===== config.mk =====
export PLATFORM = sky130hd
export DESIGN_NAME = multi_queue_shared_buffer
export DESIGN_NICKNAME = d
export VERILOG_FILES = /design/src/hdl/mqsb_pkg.sv /design/src/hdl/multi_queue_shared_buffer.sv
export SDC_FILE = /design/constraint.sdc
export NUM_CORES = 2
export LEC_CHECK = 0
export BUFFER_PORTS_ARGS = -buffer_cell sky130_fd_sc_hd__buf_2
export CORE_MARGIN = 2
export CORE_UTILIZATION = 40
export DETAILED_ROUTE_END_ITERATION = 16
export PLACE_DENSITY = 0.61
export RECOVER_POWER = 50
export SLEW_MARGIN = 15
export SYNTH_ARGS = -nofsm -noshare
export SYNTH_HDL_FRONTEND = slang
export SYNTH_SLANG_ARGS = --single-unit

===== constraint.sdc =====
create_clock -name i_clk -period 9.39 [get_ports i_clk]
set_input_delay 1.878 -clock i_clk [delete_from_list [all_inputs] [get_ports i_clk]]
set_output_delay 1.878 -clock i_clk [all_outputs]
set_load 0.02 [all_outputs]

===== src/hdl/mqsb_pkg.sv =====
// mqsb_pkg: sizes, field widths and command/status codes for the shared-buffer queues
// no dependencies; imported by multi_queue_shared_buffer

package mqsb_pkg;

    localparam int NUM_SLOTS  = 64;
    localparam int NUM_QUEUES = 8;
    localparam int DATA_WIDTH = 32;

    localparam int SLOT_W   = $clog2(NUM_SLOTS);
    localparam int QUEUE_W  = (NUM_QUEUES > 1) ? $clog2(NUM_QUEUES) : 1;
    localparam int COUNT_W  = $clog2(NUM_SLOTS + 1);
    localparam int MODE_W   = 2;
    localparam int QID_W    = 4;
    localparam int STATUS_W = 2;

    typedef logic [SLOT_W-1:0]   t_slot;
    typedef logic [QUEUE_W-1:0]  t_queue;
    typedef logic [COUNT_W-1:0]  t_count;
    typedef logic [MODE_W-1:0]   t_mode;
    typedef logic [QID_W-1:0]    t_qid;
    typedef logic [STATUS_W-1:0] t_status;

    // command codes
    localparam t_mode MODE_PUSH = 2'd0;
    localparam t_mode MODE_POP  = 2'd1;
    localparam t_mode MODE_PEEK = 2'd2;

    // result codes
    localparam t_status ST_OK    = 2'd0;
    localparam t_status ST_FULL  = 2'd1;
    localparam t_status ST_EMPTY = 2'd2;

    // link value of a slot that was never written since reset
    function automatic t_slot reset_link(input t_slot s);
        t_slot r;
        if (int'(s) == NUM_SLOTS - 1) begin
            r = '0;
        end else begin
            r = s + t_slot'(1);
        end
        return r;
    endfunction

endpackage


===== src/hdl/multi_queue_shared_buffer.sv =====
// multi_queue_shared_buffer: fifo queues sharing one slot store via a link memory and free list
// depends on mqsb_pkg (sizes, codes, reset_link)
//
//  channel   direction  handshake                 word fields
//  -------   ---------  ------------------------  --------------------------------------
//  in        input      i_in_valid / o_in_stall   i_mode, i_queue_id, i_data_in
//  out       output     o_out_valid / i_out_stall o_status, o_head_value, o_slot_index
//
// one word per cycle sustained while i_out_stall is low; a word moves from the input register
// to the result register, whose valid flag drives o_out_valid
// the link and data memories are read when a word is accepted, at addresses taken from the
// queue state as it will be after the word ahead of it; a write in that same cycle is forwarded
// reset clears queue state and link valid bits at once: words are taken right after reset
// o_in_stall rises only when the input register holds a word and the result register is full
// and stalled; the result register keeps its word until taken

module multi_queue_shared_buffer (
    input  logic                                 i_clk,
    input  logic                                 i_rst_n,
    input  logic                                 i_in_valid,
    output logic                                 o_in_stall,
    input  mqsb_pkg::t_mode                      i_mode,
    input  mqsb_pkg::t_qid                       i_queue_id,
    input  logic signed [mqsb_pkg::DATA_WIDTH-1:0] i_data_in,
    output logic                                 o_out_valid,
    input  logic                                 i_out_stall,
    output mqsb_pkg::t_status                    o_status,
    output logic signed [mqsb_pkg::DATA_WIDTH-1:0] o_head_value,
    output mqsb_pkg::t_slot                      o_slot_index
);
    import mqsb_pkg::*;

    // queue and free-list state
    t_slot             r_q_head [NUM_QUEUES];
    t_slot             n_q_head [NUM_QUEUES];
    t_slot             r_q_tail [NUM_QUEUES];
    t_slot             n_q_tail [NUM_QUEUES];
    logic [NUM_QUEUES-1:0] r_q_nonempty, n_q_nonempty;
    t_slot             r_free_head, n_free_head;
    t_count            r_free_count, n_free_count;

    // input register
    logic              r_in_valid;
    t_mode             r_in_mode;
    t_qid              r_in_qid;
    logic [DATA_WIDTH-1:0] r_in_data;

    // result register
    logic              r_out_valid;
    t_status           r_status, n_status;
    logic [DATA_WIDTH-1:0] r_value, n_value;
    t_slot             r_slot, n_slot;

    // link memory with per-entry valid bits, data memory without
    t_slot             r_link_mem [NUM_SLOTS];
    logic [NUM_SLOTS-1:0] r_link_vld;
    t_slot             r_link_q, r_link_ra, r_link_fwd_d;
    logic              r_link_fwd, r_link_vld_q;
    logic [DATA_WIDTH-1:0] r_data_mem [NUM_SLOTS];
    logic [DATA_WIDTH-1:0] r_data_q, r_data_fwd_d;
    logic              r_data_fwd;

    logic              link_we, data_we;
    t_slot             link_wa, link_wd, data_wa, link_ra, data_ra;
    logic [DATA_WIDTH-1:0] data_wd;
    t_slot             link_rd;
    logic [DATA_WIDTH-1:0] data_rd;

    logic              advance, proc, in_accept, valid_q;
    t_queue            q, q_new;
    t_slot             s_sel;

    // handshake: the input register moves on whenever the result register can load
    assign advance    = !r_out_valid || !i_out_stall;
    assign proc       = r_in_valid && advance;
    assign o_in_stall = r_in_valid && !advance;
    assign in_accept  = i_in_valid && !o_in_stall;

    // resolve the prefetched memory words: forwarded write, then stored entry, then reset link for the link word
    assign link_rd = r_link_fwd ? r_link_fwd_d :
                     (r_link_vld_q ? r_link_q : reset_link(r_link_ra));
    assign data_rd = r_data_fwd ? r_data_fwd_d : r_data_q;

    assign valid_q = (r_in_qid >= QID_W'(1)) && (int'(r_in_qid) <= NUM_QUEUES);
    assign q       = QUEUE_W'(r_in_qid - QID_W'(1));

    // command execution on the word held in the input register
    always_comb begin
        n_q_head     = r_q_head;
        n_q_tail     = r_q_tail;
        n_q_nonempty = r_q_nonempty;
        n_free_head  = r_free_head;
        n_free_count = r_free_count;
        link_we      = 1'b0;
        link_wa      = '0;
        link_wd      = '0;
        data_we      = 1'b0;
        data_wa      = r_free_head;
        data_wd      = r_in_data;
        n_status     = ST_OK;
        n_value      = '0;
        n_slot       = '0;
        s_sel        = r_q_head[q];
        if (proc) begin
            case (r_in_mode)
                MODE_PUSH: begin
                    if (!valid_q || r_free_count == '0) begin
                        n_status = ST_FULL;
                    end else begin
                        // take the free-list head; the new tail's own link is never followed
                        n_free_head  = link_rd;
                        n_free_count = r_free_count - t_count'(1);
                        if (r_q_nonempty[q]) begin
                            link_we = 1'b1;
                            link_wa = r_q_tail[q];
                            link_wd = r_free_head;
                        end else begin
                            n_q_head[q]     = r_free_head;
                            n_q_nonempty[q] = 1'b1;
                        end
                        n_q_tail[q] = r_free_head;
                        data_we     = 1'b1;
                        n_slot      = r_free_head;
                    end
                end
                MODE_POP: begin
                    if (!valid_q || !r_q_nonempty[q]) begin
                        n_status = ST_EMPTY;
                    end else begin
                        if (s_sel == r_q_tail[q]) begin
                            n_q_nonempty[q] = 1'b0;
                        end else begin
                            n_q_head[q] = link_rd;
                        end
                        // freed slot goes to the front of the free list
                        link_we      = 1'b1;
                        link_wa      = s_sel;
                        link_wd      = r_free_head;
                        n_free_head  = s_sel;
                        n_free_count = r_free_count + t_count'(1);
                    end
                end
                MODE_PEEK: begin
                    if (!valid_q || !r_q_nonempty[q]) begin
                        n_status = ST_EMPTY;
                    end else begin
                        n_value = data_rd;
                    end
                end
                default: begin
                    n_status = ST_OK;
                end
            endcase
        end
    end

    // read addresses for the incoming word, from the state after the current one
    assign q_new   = QUEUE_W'(i_queue_id - QID_W'(1));
    assign link_ra = (i_mode == MODE_PUSH) ? n_free_head : n_q_head[q_new];
    assign data_ra = n_q_head[q_new];

    // control state
    always_ff @(posedge i_clk) begin
        if (!i_rst_n) begin
            for (int i = 0; i < NUM_QUEUES; i++) begin
                r_q_head[i] <= '0;
                r_q_tail[i] <= '0;
            end
            r_q_nonempty <= '0;
            r_free_head  <= '0;
            r_free_count <= t_count'(NUM_SLOTS);
            r_in_valid   <= 1'b0;
            r_out_valid  <= 1'b0;
            r_link_vld   <= '0;
        end else begin
            r_q_head     <= n_q_head;
            r_q_tail     <= n_q_tail;
            r_q_nonempty <= n_q_nonempty;
            r_free_head  <= n_free_head;
            r_free_count <= n_free_count;
            if (in_accept) begin
                r_in_valid <= 1'b1;
            end else if (proc) begin
                r_in_valid <= 1'b0;
            end
            if (advance) begin
                r_out_valid <= r_in_valid;
            end
            if (link_we) begin
                r_link_vld[link_wa] <= 1'b1;
            end
        end
    end

    // input and result payload
    always_ff @(posedge i_clk) begin
        if (in_accept) begin
            r_in_mode <= i_mode;
            r_in_qid  <= i_queue_id;
            r_in_data <= i_data_in;
        end
        if (proc) begin
            r_status <= n_status;
            r_value  <= n_value;
            r_slot   <= n_slot;
        end
    end

    // link memory: one write, one registered read with write forwarding
    always_ff @(posedge i_clk) begin
        if (link_we) begin
            r_link_mem[link_wa] <= link_wd;
        end
        if (in_accept) begin
            r_link_q     <= r_link_mem[link_ra];
            r_link_vld_q <= r_link_vld[link_ra];
            r_link_ra    <= link_ra;
            r_link_fwd   <= link_we && (link_wa == link_ra);
            r_link_fwd_d <= link_wd;
        end
    end

    // data memory: same arrangement
    always_ff @(posedge i_clk) begin
        if (data_we) begin
            r_data_mem[data_wa] <= data_wd;
        end
        if (in_accept) begin
            r_data_q     <= r_data_mem[data_ra];
            r_data_fwd   <= data_we && (data_wa == data_ra);
            r_data_fwd_d <= data_wd;
        end
    end

    assign o_out_valid  = r_out_valid;
    assign o_status     = r_status;
    assign o_head_value = r_value;
    assign o_slot_index = r_slot;

    // free slots never exceed the store
    a_free_bound: assert property (@(posedge i_clk) disable iff (!i_rst_n)
        int'(r_free_count) <= NUM_SLOTS)
        else $error("free count above slot count");

    // every nonempty queue holds at least one slot taken from the free list
    a_slot_conserve: assert property (@(posedge i_clk) disable iff (!i_rst_n)
        ($countones(r_q_nonempty) + int'(r_free_count)) <= NUM_SLOTS)
        else $error("nonempty queues exceed used slots");

    // an executed word shows up as a result on the next edge
    a_proc_result: assert property (@(posedge i_clk) disable iff (!i_rst_n)
        proc |=> r_out_valid)
        else $error("executed word lost");

    // free count stays put unless a word is executed
    a_count_step: assert property (@(posedge i_clk) disable iff (!i_rst_n)
        !proc |=> $stable(r_free_count))
        else $error("free count changed without a word");

endmodule

**After elaboration in Yosys (flattened, before gate mapping)**

Memory sizes are Yosys's and may differ from the RTL's. A register that Yosys moved wholly into a read port is not among the register bits.
Index checks and enable logic that the tools add are counted.

- Output and inout port bits: 42
- Memory bits (writable): 2432
- Bits of input ports: 42
- Flip-flop bits (word level): 308
- Memories: 2
- Word-level logic and storage cells: 171

- Muxes and demuxes: 72
- Reduce and logical (&&, ||, !) cells: 29
- Magnitude comparators: 10
- Add/sub/neg operators: 5
- Eq/ne operators: 10
- Bitwise operators: 9

Memories:

| name | words | width | rd ports | clocked after memory_dff | wr ports | line | text |
|---|---|---|---|---|---|---|---|
| r_data_mem | 64 | 32 | 1 | 1 | 1 | multi_queue_shared_buffer.sv:59 | `logic [DATA_WIDTH-1:0] r_data_mem [NUM_SLOTS];` |
| r_link_mem | 64 | 6 | 1 | 1 | 1 | multi_queue_shared_buffer.sv:55 | `t_slot r_link_mem [NUM_SLOTS];` |

Operators with widths:

| cell | number |
|---|---|
| 2-to-1 mux 48 bit | 5 |
| bitwise mux 48 bit | 3 |
| 2-to-1 mux 6 bit | 22 |
| case mux 48 bit (2 select lines) | 1 |
| OR 64 bit | 1 |
| binary-select mux 6 bit (select 3 bit) | 3 |
| case mux 6 bit (2 select lines) | 3 |
| 2-to-1 mux 32 bit | 1 |
| 2-to-1 mux 8 bit | 4 |
| demux 6 bit (select 3 bit) | 1 |
| == test 6 bit | 3 |
| 2-to-1 mux 1 bit | 18 |
| case mux 8 bit (2 select lines) | 1 |
| < comparator 6 x 7 -> 1 bit, second input constant | 2 |
| 2-to-1 mux 7 bit | 2 |
| case mux 7 bit (2 select lines) | 1 |
| logical AND 1 bit | 9 |
| bitwise AND 8 bit | 1 |
| greater-or-equal comparator 4 bit, second input constant | 2 |
| inequality test 2 bit, second input constant | 4 |
| inverter 3 -> 4 bit | 2 |
| inverter 8 bit | 1 |
| OR 8 bit | 1 |
| adder 7 x 1 -> 7 bit, second input constant | 1 |
| 29 further kinds | 43 |

**Depth between registers and ports, before layout**

- Depth after elaboration: 17
- Mapped depth: 29
- Mapped depth without buffers: 19

**Least setup slack after synthesis**

Ideal clock, no wire load.

- Path type: input to register
- Start: input port i_out_stall
- End: register r_in_data[0] (netlist: data_wd[0]) (enable)
- Library setup time: 618 ps
- Required time: 8772 ps
- Data arrival time: 7560 ps
- Stages: 2
- Slack: 1211 ps
- Buffers on the path: 0
- Path through: and3_1 > nor2b_1

- Cells in the longest elaborated chain, start to end: 6

RTL lines:

| element | line | text |
|---|---|---|
| start: declaration | multi_queue_shared_buffer.sv:26 | `input logic i_out_stall,` |
| zero test 1 bit | multi_queue_shared_buffer.sv:74 | `assign advance = !r_out_valid \|\| !i_out_stall;` |
| logical OR 1 bit | multi_queue_shared_buffer.sv:74 |  |
| zero test 1 bit | multi_queue_shared_buffer.sv:76 | `assign o_in_stall = r_in_valid && !advance;` |
| logical AND 1 bit | multi_queue_shared_buffer.sv:76 |  |
| zero test 1 bit | multi_queue_shared_buffer.sv:77 | `assign in_accept = i_in_valid && !o_in_stall;` |
| logical AND 1 bit | multi_queue_shared_buffer.sv:77 |  |
| net in_accept | multi_queue_shared_buffer.sv:69 | `logic advance, proc, in_accept, valid_q;` |
| end signal: assignment | multi_queue_shared_buffer.sv:200 | `r_in_data <= i_data_in;` |
| end: declaration | multi_queue_shared_buffer.sv:46 | `logic [DATA_WIDTH-1:0] r_in_data;` |

The timed path passes the listed nets, and every way through them passes these cells.
A chain may end at the register's enable or synchronous reset.

**Final worst setup path**

- Start: register r_in_qid[0]
- End: register r_data_q[26], read port of r_data_mem (data pin)

- Cells in the longest elaborated chain, start to end: 14
- Elaborated cells on any way between the ends: 34
- Those cells by class: add/sub (1); order compare (4); eq/ne (1); mux (21); bitwise (1); reduce/logical (6)

RTL lines:

| element | line | text |
|---|---|---|
| start: declaration | multi_queue_shared_buffer.sv:45 | `t_qid r_in_qid;` |
| start signal: assignment | multi_queue_shared_buffer.sv:199 | `r_in_qid <= i_queue_id;` |
| subtractor 3 x 1 -> 3 bit | multi_queue_shared_buffer.sv:85 | `assign q = QUEUE_W'(r_in_qid - QID_W'(1));` |
| inverter 3 -> 4 bit (not written as such) | -- |  |
| greater-or-equal comparator 4 bit (not written as such) or < comparator 4 x 1 -> 1 bit (tied branches) | multi_queue_shared_buffer.sv:118, multi_queue_shared_buffer.sv:133 |  |
| logical AND 1 bit (not written as such) | multi_queue_shared_buffer.sv:118, multi_queue_shared_buffer.sv:133 |  |
| 2-to-1 mux 6 bit (not written as such) | multi_queue_shared_buffer.sv:118, multi_queue_shared_buffer.sv:133 |  |
| demux 6 bit (select 3 bit) | multi_queue_shared_buffer.sv:118, multi_queue_shared_buffer.sv:133 |  |
| bitwise mux 48 bit, on equally long branches | multi_queue_shared_buffer.sv:133, multi_queue_shared_buffer.sv:118 |  |
| 2-to-1 mux 48 bit, on equally long branches | multi_queue_shared_buffer.sv:130, multi_queue_shared_buffer.sv:113 |  |
| 2-to-1 mux 48 bit, on equally long branches | multi_queue_shared_buffer.sv:127, multi_queue_shared_buffer.sv:107 |  |
| case mux 48 bit (2 select lines) * | multi_queue_shared_buffer.sv:105 | `case (r_in_mode)` |
| 2-to-1 mux 48 bit * | multi_queue_shared_buffer.sv:104 | `if (proc) begin` |
| binary-select mux 6 bit (select 3 bit) * | multi_queue_shared_buffer.sv:160 | `assign data_ra = n_q_head[q_new];` |
| 2-to-1 mux 6 bit (not written as such) * (2 in series) | multi_queue_shared_buffer.sv:160 |  |
| end: declaration | multi_queue_shared_buffer.sv:60 | `logic [DATA_WIDTH-1:0] r_data_q, r_data_fwd_d;` |

Mark *: on every way between the ends. The rest lies on a longest branch, timed or not. The select of a mux whose other input is x is not followed.

==> results.toml <==
[run_status]
status = "finished with violations"
violations = "capacitance limit, slew limit"

[detailed_routing]
drt-wirelength-per-cell_um = 26.1
remaining_drc_errors = 0
drt_wl_total_um = 318000
viasPerCell = 5.73
first_pass_iters = 7
drt_iter0_drc = 8194
vias = 69900
ant_nets = 0

[die]
die-width_um = 538
die_area_um2 = 289000
start_util_pct = 40.3
rows = 195
core_um2 = 283000
chipHeight_um = 538
io_pins = 84

[sta]
fin_crit_ns = 8.82
final-hold-violation-count = 0
period_share_pct = 93.9
tns_ns = 0
drv_slew = 2481
rsz0062_at_grt = "no"
worst_hold_slack_ns = 0.458
maxSlewHeadroom_pct = -300
timing.final.setup_violations = 0
worst_slew_pin_slew_ns = 6.00
fmax_mhz = 113
fin_worst_skew_ns = 0.0662

[placement]
place_inst = 11700
place_congestion = 0.936
dp_hpwl_um = 180000
io_buffers = 83

[grt]
grt_usage_pct = 21.5
grt_max_degree = 157
grt_pass1_vias = 66700
grt_pass1_wl_um = 462000
antenna_found_initial = 4
overflow = 0

[synth]
synth_ff_type = "edfxtp_1"
ys_seq_area_share_pct = 71.6
synth_fp_nets = 8150
synthCells = 8094
synth-async-reset-ratio_pct = 0
ys_warn_count = 0
synth-edff-count = 2595
yosysUniqueCellTypes = 99
netlist_area_um2 = 114000
ys_ff_latch = 2778
syn_avg_cell_area_um2 = 14.1

[critical_path]
crit_type = "flip-flop to flip-flop"
regToRegEndpoint = "r_data_q[26]$_DFFE_PP_"
r2r-start = "r_in_qid[0]$_DFFE_PP_"
end_kind = "flip-flop"
r2r.worst_path.cells = 18
crit_fanout = 100
reg2reg_slack_ns = 0.57
cp-start-kind = "flip-flop"
setup.worst_path.start = "r_in_qid[0]$_DFFE_PP_"
endpoint = "r_data_q[26]$_DFFE_PP_"
cp.arrival_ns = 9.40
required_ns = 9.98

[finish]
nets = 8271
final_common_cell = "edfxtp_1"
layout_common_cells = "2,595 x edfxtp_1, 1,624 x nand2_1, 981 x mux2i_1, 497 x nand3_1, 394 x nor2_1"
syn_to_final_growth_pct = 13.1
drive_above_1_share_pct = 9.75
final_cell_count_no_fill = 12200

[clocking]
clock-sinks = 2778
clockBufferDepth = 4
cts_resized = 0
post_cts_buffers = 0
cts_buffers = 297
htree_levels = 5
clkTransAtPathRegs_ns = 0.06
hold_buffers = 0
cts-root-buf = "clkbuf_16"
cts_tree = "built"
clock_latency_ns = 0.93

[power_and_ir_drop]
power_density_nw_per_um2 = 218
finalPower_uw = 28100
vdd_ir_drop_max_mv = 0.154
leakagePower_uw = 0.0448

[job]
max-cap-violations = 39

[worst_hold_path]
hold_path.class = "flip-flop to flip-flop"
-- power breakdown --
| part | switching (µW) | total (µW) | internal, µW | leakage (µW) |
|---|---|---|---|---|
| clock network | 4990 | 11700 | 6700 | 0.00472 |
| registers | 42.1 | 13700 | 13600 | 0.0244 |
| logic | 1880 | 2780 | 898 | 0.0157 |
-- how the worst min path moves through the flow --
stage,start,endpoint,slack [ns],cells after the start
2_1_floorplan,flip-flop,flip-flop,0.43,2
3_3_place_gp,r_q_tail[25]$_SDFFE_PN0P_,r_q_tail[25]$_SDFFE_PN0P_,0.44,2
3_5_place_dp,r_q_tail[29]$_SDFFE_PN0P_,r_q_tail[29]$_SDFFE_PN0P_,0.45,2
4_1_cts,r_q_tail[29]$_SDFFE_PN0P_,r_q_tail[29]$_SDFFE_PN0P_,0.46,2
5_1_grt,r_link_vld[49]$_SDFFE_PN0P_,r_link_vld[49]$_SDFFE_PN0P_,0.48,1
6_report,r_q_tail[29]$_SDFFE_PN0P_,r_q_tail[29]$_SDFFE_PN0P_,0.46,2
-- metal layers --
metal  up-vias  wire (µm)  GRT usage (%)
met5         -         27              0
met4         4      10100           6.78
met3       545      24500           2.69
met2      3049     147000           33.8
met1     35600     136000           30.9
li1      30700          -              -
-- area by class of cell --
cell class / instances / area, µm²
sequential: 2778 / 81600
fill: 24600 / 154000
clock inverter: 162 / 1830
antenna: 8 / 20.0
multi-input combinational: 4773 / 30200
timing repair buffer: 327 / 2440
clock buffer: 374 / 7890
inverter: 38 / 156
tap: 3743 / 4680
-- sequential cells by signal, summed over array words and instances (netlist names), 2 cells and up, named ones only --
signal        cells
r_data_mem     2048
r_link_mem      384
r_link_vld       64
r_q_head         48
r_q_tail         48
data_wd          32
o_head_value     32
r_data_fwd_d     32
r_data_q         32
r_free_count      7
data_wa           6
o_slot_index      6
r_link_fwd_d      6
r_link_q          6
r_link_ra         6
r_in_qid          4
o_status          2
r_in_mode         2
-- critical path: stages (launching register included) --
cell       delay [ns]
edfxtp_1         0.35
inv_1            0.08
ha_1             0.98
clkinv_1         0.56
mux4_2           0.61
xnor2_1          0.16
o211a_1          0.38
a211oi_4         0.70
mux2i_1          0.42
a2111oi_4        0.17
a2111oi_2        0.81
and2_4           0.52
buf_12           0.58
buf_4            0.52
mux2i_1          0.18
mux2i_1          0.21
mux2i_1          0.18
mux2i_1          0.76
mux2i_1          0.16
-- cells in the mapped netlist, types with 77 or more instances --
cell type / n / share of area, %
a311oi_1: 208 / 1.6
dfxtp_1: 183 / 3.2
buf_2: 211 / 0.93
and3_1: 185 / 1.0
nor2_1: 442 / 1.5
nand2_1: 1626 / 5.4
a31oi_1: 93 / 0.51
nand3_1: 500 / 2.2
a21oi_1: 77 / 0.34
clkbuf_1: 182 / 0.60
edfxtp_1: 2595 / 68
mux2i_1: 981 / 8.6
-- metrics by stage --
stage	util, %	cell area (µm²)	setup WS (ns)
after floorplan	-	114000	1.21
after global placement	42.3	119000	0.929
after detailed placement	42.3	119000	0.829
after CTS	45.7	129000	0.730
after global routing	45.5	129000	0.248
final	45.5	129000	0.570
-- cell families (layout without fill, tap and decap cells) --
group | Yosys count | count (layout) | synth area share, %
AOI/OAI and AO/OA | 740 | 740 | 4.97
xor gates and xnor gates | 32 | 32 | 0.269
adders and majority gates | 14 | 14 | 0.160
buffers and inverters | 543 | 901 | 2.26
DFF | 2778 | 2778 | 71.6
muxes | 1056 | 1056 | 9.62
other | 0 | 8 | 0
and+or+nand+nor | 2931 | 2931 | 11.1
Note: power is estimated with default switching activity, not from simulation.
